## config.mk

```make
export PLATFORM = sky130hd
export DESIGN_NAME = fixed_block_pool_allocator
export DESIGN_NICKNAME = d
export VERILOG_FILES = /design/src/hdl/fbpa_pkg.sv /design/src/hdl/fixed_block_pool_allocator.sv /design/src/hdl/fbpa_ctrl.sv /design/src/hdl/fbpa_datapath.sv
export SDC_FILE = /design/constraint.sdc
export NUM_CORES = 2
export LEC_CHECK = 0
export BUFFER_PORTS_ARGS = -buffer_cell sky130_fd_sc_hd__buf_2
export CAP_MARGIN = 20
export CORE_UTILIZATION = 45
export CTS_BUF_LIST = sky130_fd_sc_hd__clkbuf_16
export DETAILED_ROUTE_END_ITERATION = 6
export GPL_ROUTABILITY_DRIVEN = 0
export SLEW_MARGIN = 20
export SYNTH_ARGS = -nofsm -noshare
export SYNTH_HDL_FRONTEND = slang
export SYNTH_SLANG_ARGS = --single-unit
```

## constraint.sdc

```tcl
create_clock -name clock -period 10.4 [get_ports clock]
set_input_delay 2.08 -clock clock [delete_from_list [all_inputs] [get_ports clock]]
set_output_delay 2.08 -clock clock [all_outputs]
set_load 0.05 [all_outputs]
```

## src/hdl/fbpa_pkg.sv

```systemverilog
`default_nettype none

package fbpa_pkg;

   // Pool geometry limits.
   localparam int NUM_BLOCKS      = 256;
   localparam int MAX_BLOCK_BYTES = 4096;
   localparam int INDEX_W         = $clog2(NUM_BLOCKS);

   localparam logic [12:0] BYTES_MIN  = 13'd8;
   localparam logic [12:0] BYTES_MAX  = 13'(MAX_BLOCK_BYTES);
   localparam logic [8:0]  BLOCKS_MIN = 9'd1;
   localparam logic [8:0]  BLOCKS_MAX = 9'(NUM_BLOCKS);
   localparam logic [8:0]  FREE_SAT   = 9'd511;

   // Reset values of the two configuration registers.
   localparam logic [12:0] BYTES_RESET  = 13'd8;
   localparam logic [8:0]  BLOCKS_RESET = 9'd256;

   typedef enum logic [1:0] {
      STATUS_OK    = 2'd0,
      STATUS_EMPTY = 2'd1,
      STATUS_RANGE = 2'd2
   } status_type;

   typedef enum logic {
      REQ_ALLOC = 1'b0,
      REQ_FREE  = 1'b1
   } req_kind_type;

   typedef enum logic {
      CSR_BLOCK_BYTES = 1'b0,
      CSR_POOL_BLOCKS = 1'b1
   } csr_index_type;

   typedef enum logic {
      S_IDLE,
      S_EXEC
   } state_type;

   // Commands from the controller to the datapath.
   typedef struct packed {
      logic accept;   // latch the request and start the link read
      logic commit;   // update pool state and load the result register
   } cmd_type;

   // Status from the datapath to the controller.
   typedef struct packed {
      logic out_busy; // result register holds an item that is not taken this cycle
   } stat_type;

   // Block size clamped to the supported range.
   function automatic logic [12:0] eff_bytes(input logic [12:0] raw);
      logic [12:0] b;
      b = raw;
      if (b < BYTES_MIN) b = BYTES_MIN;
      if (b > BYTES_MAX) b = BYTES_MAX;
      return b;
   endfunction

   // Pool size clamped to the supported range.
   function automatic logic [8:0] eff_blocks(input logic [8:0] raw);
      logic [8:0] n;
      n = raw;
      if (n == 9'd0) n = BLOCKS_MIN;
      if (n > BLOCKS_MAX) n = BLOCKS_MAX;
      return n;
   endfunction

   // Stride is the clamped size rounded up to a multiple of eight bytes.
   function automatic logic [12:0] stride_of(input logic [12:0] eff);
      logic [12:0] s;
      s = eff + 13'd7;
      return {s[12:3], 3'b000};
   endfunction

endpackage

`default_nettype wire

```

## src/hdl/fixed_block_pool_allocator.sv

```systemverilog
`default_nettype none

// Channel   Ports                                   Direction  Handshake
// request   req_type, req_block_index               in         req_valid / req_ready
// result    rsp_status .. rsp_free_blocks           out        rsp_valid / rsp_ready
// config    csr_index, csr_data                     in         csr_valid / csr_ready
//
// The idle state accepts an item and reads the link below the free-list head from the
// synchronous link memory; the execute state updates the pool and loads the result. No
// new item is taken before the last one has committed. Reset is synchronous and active
// high; it restores 8-byte blocks, a 256-block pool and an empty free list, and the link
// memory needs no clearing pass. A stalled result holds the next item in its execute cycle;
// one item may be accepted while a finished result still waits to be taken.

module fixed_block_pool_allocator (
   input  wire logic        clock,
   input  wire logic        reset,
   // Request channel.
   input  wire logic        req_valid,
   output logic             req_ready,
   input  wire logic        req_type,
   input  wire logic [7:0]  req_block_index,
   // Result channel.
   output logic             rsp_valid,
   input  wire logic        rsp_ready,
   output logic [1:0]       rsp_status,
   output logic [7:0]       rsp_given_index,
   output logic [19:0]      rsp_block_offset,
   output logic [12:0]      rsp_clear_bytes,
   output logic [8:0]       rsp_free_blocks,
   // Configuration channel.
   input  wire logic        csr_valid,
   output logic             csr_ready,
   input  wire logic        csr_index,
   input  wire logic [12:0] csr_data
);
   import fbpa_pkg::*;

   cmd_type  cmd;
   stat_type stat;

   // Register writes must arrive only while the block is idle; the block does not enforce this and takes every write.
   assign csr_ready = 1'b1;

   // The controller sequences accept and commit; it never sees payload.
   fbpa_ctrl u_ctrl (
      .clock     (clock),
      .reset     (reset),
      .req_valid (req_valid),
      .req_ready (req_ready),
      .stat      (stat),
      .cmd       (cmd)
   );

   // The datapath holds the configuration, the free list, the link memory and the
   // result register, and computes offsets with one small multiplier.
   fbpa_datapath u_datapath (
      .clock            (clock),
      .reset            (reset),
      .cmd              (cmd),
      .stat             (stat),
      .req_type         (req_type),
      .req_block_index  (req_block_index),
      .csr_valid        (csr_valid),
      .csr_index        (csr_index),
      .csr_data         (csr_data),
      .rsp_valid        (rsp_valid),
      .rsp_ready        (rsp_ready),
      .rsp_status       (rsp_status),
      .rsp_given_index  (rsp_given_index),
      .rsp_block_offset (rsp_block_offset),
      .rsp_clear_bytes  (rsp_clear_bytes),
      .rsp_free_blocks  (rsp_free_blocks)
   );

endmodule

`default_nettype wire

```

## src/hdl/fbpa_ctrl.sv

```systemverilog
`default_nettype none

module fbpa_ctrl (
   input  wire logic              clock,
   input  wire logic              reset,
   input  wire logic              req_valid,
   output logic                   req_ready,
   input  wire fbpa_pkg::stat_type stat,
   output fbpa_pkg::cmd_type      cmd
);
   import fbpa_pkg::*;

   state_type state_ff;
   state_type state_in;

   always_ff @(posedge clock) begin
      if (reset) begin
         state_ff <= S_IDLE;
      end else begin
         state_ff <= state_in;
      end
   end

   // The execute state waits only while the result register is still occupied.
   always_comb begin
      state_in   = state_ff;
      req_ready  = 1'b0;
      cmd.accept = 1'b0;
      cmd.commit = 1'b0;
      unique case (state_ff)
         S_IDLE: begin
            req_ready = 1'b1;
            if (req_valid) begin
               cmd.accept = 1'b1;
               state_in   = S_EXEC;
            end
         end
         S_EXEC: begin
            if (!stat.out_busy) begin
               cmd.commit = 1'b1;
               state_in   = S_IDLE;
            end
         end
         default: begin
            state_in = S_IDLE;
         end
      endcase
   end

   a_commit_after_accept: assert property (@(posedge clock) disable iff (reset)
      cmd.accept |=> (cmd.commit || state_ff == S_EXEC))
      else $error("accepted item neither committed nor pending");

   a_no_accept_while_pending: assert property (@(posedge clock) disable iff (reset)
      (state_ff == S_EXEC && stat.out_busy) |=> !cmd.accept)
      else $error("new item accepted while one is still pending");

   a_commit_needs_room: assert property (@(posedge clock) disable iff (reset)
      cmd.commit |-> !stat.out_busy)
      else $error("commit while result register is occupied");

endmodule

`default_nettype wire

```

## src/hdl/fbpa_datapath.sv

```systemverilog
`default_nettype none

module fbpa_datapath (
   input  wire logic               clock,
   input  wire logic               reset,
   input  wire fbpa_pkg::cmd_type  cmd,
   output fbpa_pkg::stat_type      stat,
   input  wire logic               req_type,
   input  wire logic [7:0]         req_block_index,
   input  wire logic               csr_valid,
   input  wire logic               csr_index,
   input  wire logic [12:0]        csr_data,
   output logic                    rsp_valid,
   input  wire logic               rsp_ready,
   output logic [1:0]              rsp_status,
   output logic [7:0]              rsp_given_index,
   output logic [19:0]             rsp_block_offset,
   output logic [12:0]             rsp_clear_bytes,
   output logic [8:0]              rsp_free_blocks
);
   import fbpa_pkg::*;

   // Configuration registers.
   logic [12:0] block_bytes_ff, block_bytes_in;
   logic [8:0]  pool_blocks_ff, pool_blocks_in;

   // Pool state.
   logic [INDEX_W-1:0] list_head_ff, list_head_in;
   logic               list_nonempty_ff, list_nonempty_in;
   logic [8:0]         fresh_next_ff, fresh_next_in;
   logic [8:0]         free_total_ff, free_total_in;

   // Latched request.
   req_kind_type       kind_ff;
   logic [7:0]         index_ff;

   // Link memory: each word holds {entry below exists, index below}.
   logic [INDEX_W:0]   link_mem [NUM_BLOCKS];
   logic [INDEX_W:0]   link_rd_ff;
   logic               link_we;
   logic [INDEX_W:0]   link_wdata;

   // Result register.
   logic        rsp_valid_ff, rsp_valid_in;
   status_type  status_ff, status_in;
   logic [7:0]  given_ff, given_in;
   logic [19:0] offset_ff, offset_in;
   logic [12:0] clear_ff, clear_in;
   logic [8:0]  free_out_ff;

   logic [12:0] e_bytes;
   logic [12:0] stride;
   logic [8:0]  n_blk;
   logic [20:0] offset_full;
   logic        got;

   assign e_bytes  = eff_bytes(block_bytes_ff);
   assign stride   = stride_of(e_bytes);
   assign n_blk    = eff_blocks(pool_blocks_ff);
   assign stat.out_busy = rsp_valid_ff && !rsp_ready;

   always_comb begin
      block_bytes_in   = block_bytes_ff;
      pool_blocks_in   = pool_blocks_ff;
      list_head_in     = list_head_ff;
      list_nonempty_in = list_nonempty_ff;
      fresh_next_in    = fresh_next_ff;
      free_total_in    = free_total_ff;
      link_we          = 1'b0;
      link_wdata       = {list_nonempty_ff, list_head_ff};
      status_in        = STATUS_OK;
      given_in         = 8'd0;
      offset_in        = 20'd0;
      offset_full      = 21'd0;
      clear_in         = 13'd0;
      got              = 1'b0;

      if (cmd.commit) begin
         if (kind_ff == REQ_ALLOC) begin
            if (list_nonempty_ff) begin
               given_in         = 8'(list_head_ff);
               list_head_in     = link_rd_ff[INDEX_W-1:0];
               list_nonempty_in = link_rd_ff[INDEX_W];
               got              = 1'b1;
            end else if (fresh_next_ff < n_blk) begin
               given_in      = fresh_next_ff[7:0];
               fresh_next_in = fresh_next_ff + 9'd1;
               got           = 1'b1;
            end
            if (got) begin
               offset_full = 21'(given_in) * 21'(stride);
               offset_in   = offset_full[19:0];
               clear_in    = e_bytes;
               if (free_total_ff != 9'd0) free_total_in = free_total_ff - 9'd1;
            end else begin
               status_in = STATUS_EMPTY;
            end
         end else begin
            if ({1'b0, index_ff} >= n_blk) begin
               status_in = STATUS_RANGE;
            end else begin
               link_we          = 1'b1;
               list_head_in     = INDEX_W'(index_ff);
               list_nonempty_in = 1'b1;
               if (free_total_ff != FREE_SAT) free_total_in = free_total_ff + 9'd1;
            end
         end
      end

      // A register write puts every block back on the free side.
      if (csr_valid) begin
         if (csr_index == CSR_BLOCK_BYTES) begin
            block_bytes_in = csr_data;
            free_total_in  = n_blk;
         end else begin
            pool_blocks_in = csr_data[8:0];
            free_total_in  = eff_blocks(csr_data[8:0]);
         end
         list_head_in     = '0;
         list_nonempty_in = 1'b0;
         fresh_next_in    = 9'd0;
      end

      if (cmd.commit) begin
         rsp_valid_in = 1'b1;
      end else begin
         rsp_valid_in = rsp_valid_ff && !rsp_ready;
      end
   end

   always_ff @(posedge clock) begin
      if (reset) begin
         block_bytes_ff   <= BYTES_RESET;
         pool_blocks_ff   <= BLOCKS_RESET;
         list_head_ff     <= '0;
         list_nonempty_ff <= 1'b0;
         fresh_next_ff    <= 9'd0;
         free_total_ff    <= eff_blocks(BLOCKS_RESET);
         rsp_valid_ff     <= 1'b0;
      end else begin
         block_bytes_ff   <= block_bytes_in;
         pool_blocks_ff   <= pool_blocks_in;
         list_head_ff     <= list_head_in;
         list_nonempty_ff <= list_nonempty_in;
         fresh_next_ff    <= fresh_next_in;
         free_total_ff    <= free_total_in;
         rsp_valid_ff     <= rsp_valid_in;
      end
   end

   always_ff @(posedge clock) begin
      if (cmd.accept) begin
         kind_ff  <= req_kind_type'(req_type);
         index_ff <= req_block_index;
      end
      if (cmd.commit) begin
         status_ff   <= status_in;
         given_ff    <= given_in;
         offset_ff   <= offset_in;
         clear_ff    <= clear_in;
         free_out_ff <= free_total_in;
      end
   end

   // Link memory: written on a committed free, read at the head on accept.
   always_ff @(posedge clock) begin
      if (link_we) begin
         link_mem[INDEX_W'(index_ff)] <= link_wdata;
      end
      if (cmd.accept) begin
         link_rd_ff <= link_mem[list_head_ff];
      end
   end

   assign rsp_valid        = rsp_valid_ff;
   assign rsp_status       = status_ff;
   assign rsp_given_index  = given_ff;
   assign rsp_block_offset = offset_ff;
   assign rsp_clear_bytes  = clear_ff;
   assign rsp_free_blocks  = free_out_ff;

   a_fresh_bounded: assert property (@(posedge clock) disable iff (reset)
      fresh_next_ff <= BLOCKS_MAX)
      else $error("fresh block counter beyond pool");

   a_commit_loads_result: assert property (@(posedge clock) disable iff (reset)
      cmd.commit |=> rsp_valid_ff)
      else $error("committed item did not reach the result register");

   a_free_pushes: assert property (@(posedge clock) disable iff (reset)
      (cmd.commit && !csr_valid && kind_ff == REQ_FREE && status_in == STATUS_OK)
      |=> (list_nonempty_ff && list_head_ff == INDEX_W'($past(index_ff))))
      else $error("accepted free did not become list head");

endmodule

`default_nettype wire
```

==> results.cfg <==
[final_layout]
mostFrequentLayoutCells = edfxtp_1 (2,371), mux4_2 (569), nor2_1 (387), clkbuf_16 (234), mux2i_1 (165)
layout.cells.most_common = edfxtp_1
post_layout_instance_area_sq_um = 108000
layoutNonFillerInstCount = 8029
area_delta_synth_final_pct = 11.3
fill_cells = 17100
num-nets-final = 5117
layout_cell_share_with_drive_strength_beyond_1 = 0.220

[synthesis]
synth_seq_cells = 2422
syn_avg_cell_area_sq_um = 19.9
ys.flop_type = edfxtp_1
syn_area_sq_um = 97100
synthesis.instances = 4884
yosys_warnings = 0
seq_area_frac_synth = 0.744
async_flop_share = 0
edff_count_synth = 2371
synthDistinctLibCells = 75

[floorplanning]
die_height_um = 466
chipWidth_um = 466
initial_standard_cell_utilization_of_the_core = 0.453
num_io_pins = 83
floorplan.rows = 170
floorplan.die_area_sq_um = 218000
placeableCoreArea_sq_um = 214000

[global_route]
global_routing_usage_summed_across_all_routing_layers = 0.216
grt_first_pass_wirelength_um = 341000
maximum_number_of_pins_on_one_net_before_global_route_repair = 193
grt_overflow = 0
initial_antenna_violation_count = 8
via_count_of_the_first_global_routing_pass = 47900

[critical_path]
cp_required_ps = 10940
crit_type = register to register
cp-start-kind = register
crit_path_max_fanout = 11
crit_arrival_ps = 7480
endpoint_kind = register

[clocking]
clock_tree.buffer_depth = 3
worstSkewPairLatency_ps = 880
h-tree-depth = 4
cts_hold_buffers = 0
clock_buffers_created_by_tritoncts = 233
cts_resized = 0
tritoncts_clock_tree = yes
postCtsSetupRepairBufs = 0
path_clk_slew_ps = 60
cts_sinks = 2422
ctsRootBufferMaster = clkbuf_16

[place]
dpl_cell_area_sq_um = 100000
post-dp-hpwl_um = 138000
place.port_buffers = 78
dpl.cell_count = 7588

[timing]
worst_clock_skew_ps = 56.4
period_needed_ps = 6940
max_clock_freq_mhz = 144
final-hold-violation-count = 0
relSlewSlack = 0.206
timing_max_transition_violations_final = 0
layout_worst_path_cycle_share = 0.667
timing.final.setup_violations = 0
rsz0062_at_grt = false
fin_tns_setup_ps = 0
worst_slew_pin_slew_ps = 1190

[hold_path]
hold_path_class = register to register

[pwr]
max-vdd-ir-drop_v = 0.000165
post-layout-total-power_w = 0.0198
pwr_density_cell_nw_per_um2 = 183
leakage_power_figure_nw = 33.0

[routing]
detail_route.wirelength_um = 234000
dr_iter_0_viols = 4779
drt.antenna.violating_nets = 0
drc_errors = 0
drt-vias-per-instance = 5.91
drt_pass1_iterations = 5
drt-wirelength-per-cell_um = 29.2
routed-via-count = 47500

[run_status]
status = finished, final reports clean

[run]
count_of_maximum_capacitance_violations = 0
## final timing paths
kind | start | endpoint | slack (ps) | depth (start not counted)
setup / recovery | u_datapath.pool_blocks_ff[8]$_SDFFE_PP1P_ | u_datapath.rsp_block_offset[16]$_SDFFCE_PP0P_ | 3460 | 24
hold / removal | u_datapath.block_bytes_ff[0]$_SDFFE_PP0P_ | u_datapath.block_bytes_ff[0]$_SDFFE_PP0P_ | 470 | 2
setup reg to reg | u_datapath.pool_blocks_ff[8]$_SDFFE_PP1P_ | u_datapath.rsp_block_offset[16]$_SDFFCE_PP0P_ | 3460 | 24
hold reg to reg | u_datapath.block_bytes_ff[0]$_SDFFE_PP0P_ | u_datapath.block_bytes_ff[0]$_SDFFE_PP0P_ | 470 | 2
## report_power, final
| part | internal [W] | leakage [nW] | switching (W) |
|---|---|---|---|
| clock | 0.00475 | 3.89 | 0.00367 |
| sequential | 0.0107 | 22.1 | 0.0000437 |
| combinational | 0.000187 | 6.99 | 0.000440 |
| total | 0.0156 | 33.0 | 0.00415 |
## stage by stage
step / utilization / worst slack, ps / hold slack, ps
floorplan: - / 1240 / 444
global placement: 0.468 / 3750 / 456
detailed placement: 0.468 / 3520 / 467
CTS: 0.504 / 3490 / 474
global route: 0.504 / 2980 / 492
finish: 0.504 / 3460 / 469
## flip-flops by register name, indices dropped and copies added (netlist names), 8 cells and up
register / count
u_datapath.block_bytes_ff: 13
u_datapath.free_total_ff: 9
u_datapath.fresh_next_ff: 9
u_datapath.index_ff: 8
u_datapath.link_mem: 2304
u_datapath.link_rd_ff: 9
u_datapath.list_head_ff: 8
u_datapath.pool_blocks_ff: 9
u_datapath.rsp_block_offset: 17
u_datapath.rsp_clear_bytes: 13
u_datapath.rsp_free_blocks: 9
u_datapath.rsp_given_index: 8
## cells by family after synthesis
logic type | Yosys count | share of synthesized area
AOI/OAI and AO/OA | 451 | 0.0326
xor gates and xnor gates | 25 | 0.00226
adders and majority gates | 102 | 0.0168
buffers and inverters | 377 | 0.0193
DFF | 2422 | 0.744
muxes | 740 | 0.150
other | 2 | 0.0000774
and+or+nand+nor | 765 | 0.0355
## cells in the mapped netlist, drive strengths merged, types with 17 or more instances
cell,n,share of area
ha,55,0.0071
and2,18,0.0012
clkbuf,134,0.0052
mux4,569,0.13
or2,28,0.0018
a22oi,79,0.0061
inv,84,0.0032
nor2b,17,0.0011
nand2b,28,0.0018
o21ai,33,0.0017
nand2,125,0.0048
dfxtp,51,0.011
a211oi,35,0.0027
mux2i,165,0.017
o221ai,30,0.0027
a22o,24,0.0022
fa,47,0.0097
nor3,40,0.0021
xnor2,18,0.0016
buf,157,0.011
nor2,392,0.015
nand3,50,0.0026
o22ai,34,0.0022
edfxtp,2371,0.73
a21oi,101,0.0052
## layout make-up
class	count	area, sq um	share of cell area
flip-flops and latches	2422	72300	0.669
clock buffers	234	5860	0.0542
well taps	2838	3550	0.0329
multi-input cells	2087	23100	0.214
inverters	86	323	0.00299
diodes	2	5.00	0.0000463
repair buffers	157	1180	0.0109
clock inverters	203	1760	0.0163
## layer usage
metal,track usage,vias up,part of all wire
li1,-,20200,-
met1,0.304,25500,0.42
met2,0.344,1442,0.49
met3,0.0418,311,0.065
met4,0.0584,6,0.024
met5,0,-,0.00020
## worst max-delay path: stages (launching register included)
cell and delay (ps):
dfxtp_1 470, clkinv_1 310, nand2_1 180, ha_1 270, a21o_1 190, a221oi_1 340, o211a_2 350, o21a_1 290
and3_1 190, a21oi_1 170, or2_2 440, fa_1 420, inv_1 80, fa_1 440, fa_1 490, inv_1 50
fa_1 470, inv_1 40, ha_1 330, a21o_1 170, a21oi_1 250, nor3b_1 350, a21oi_1 140, xnor2_1 150
nor2_1 50
Power figures use the tool's default switching activity.
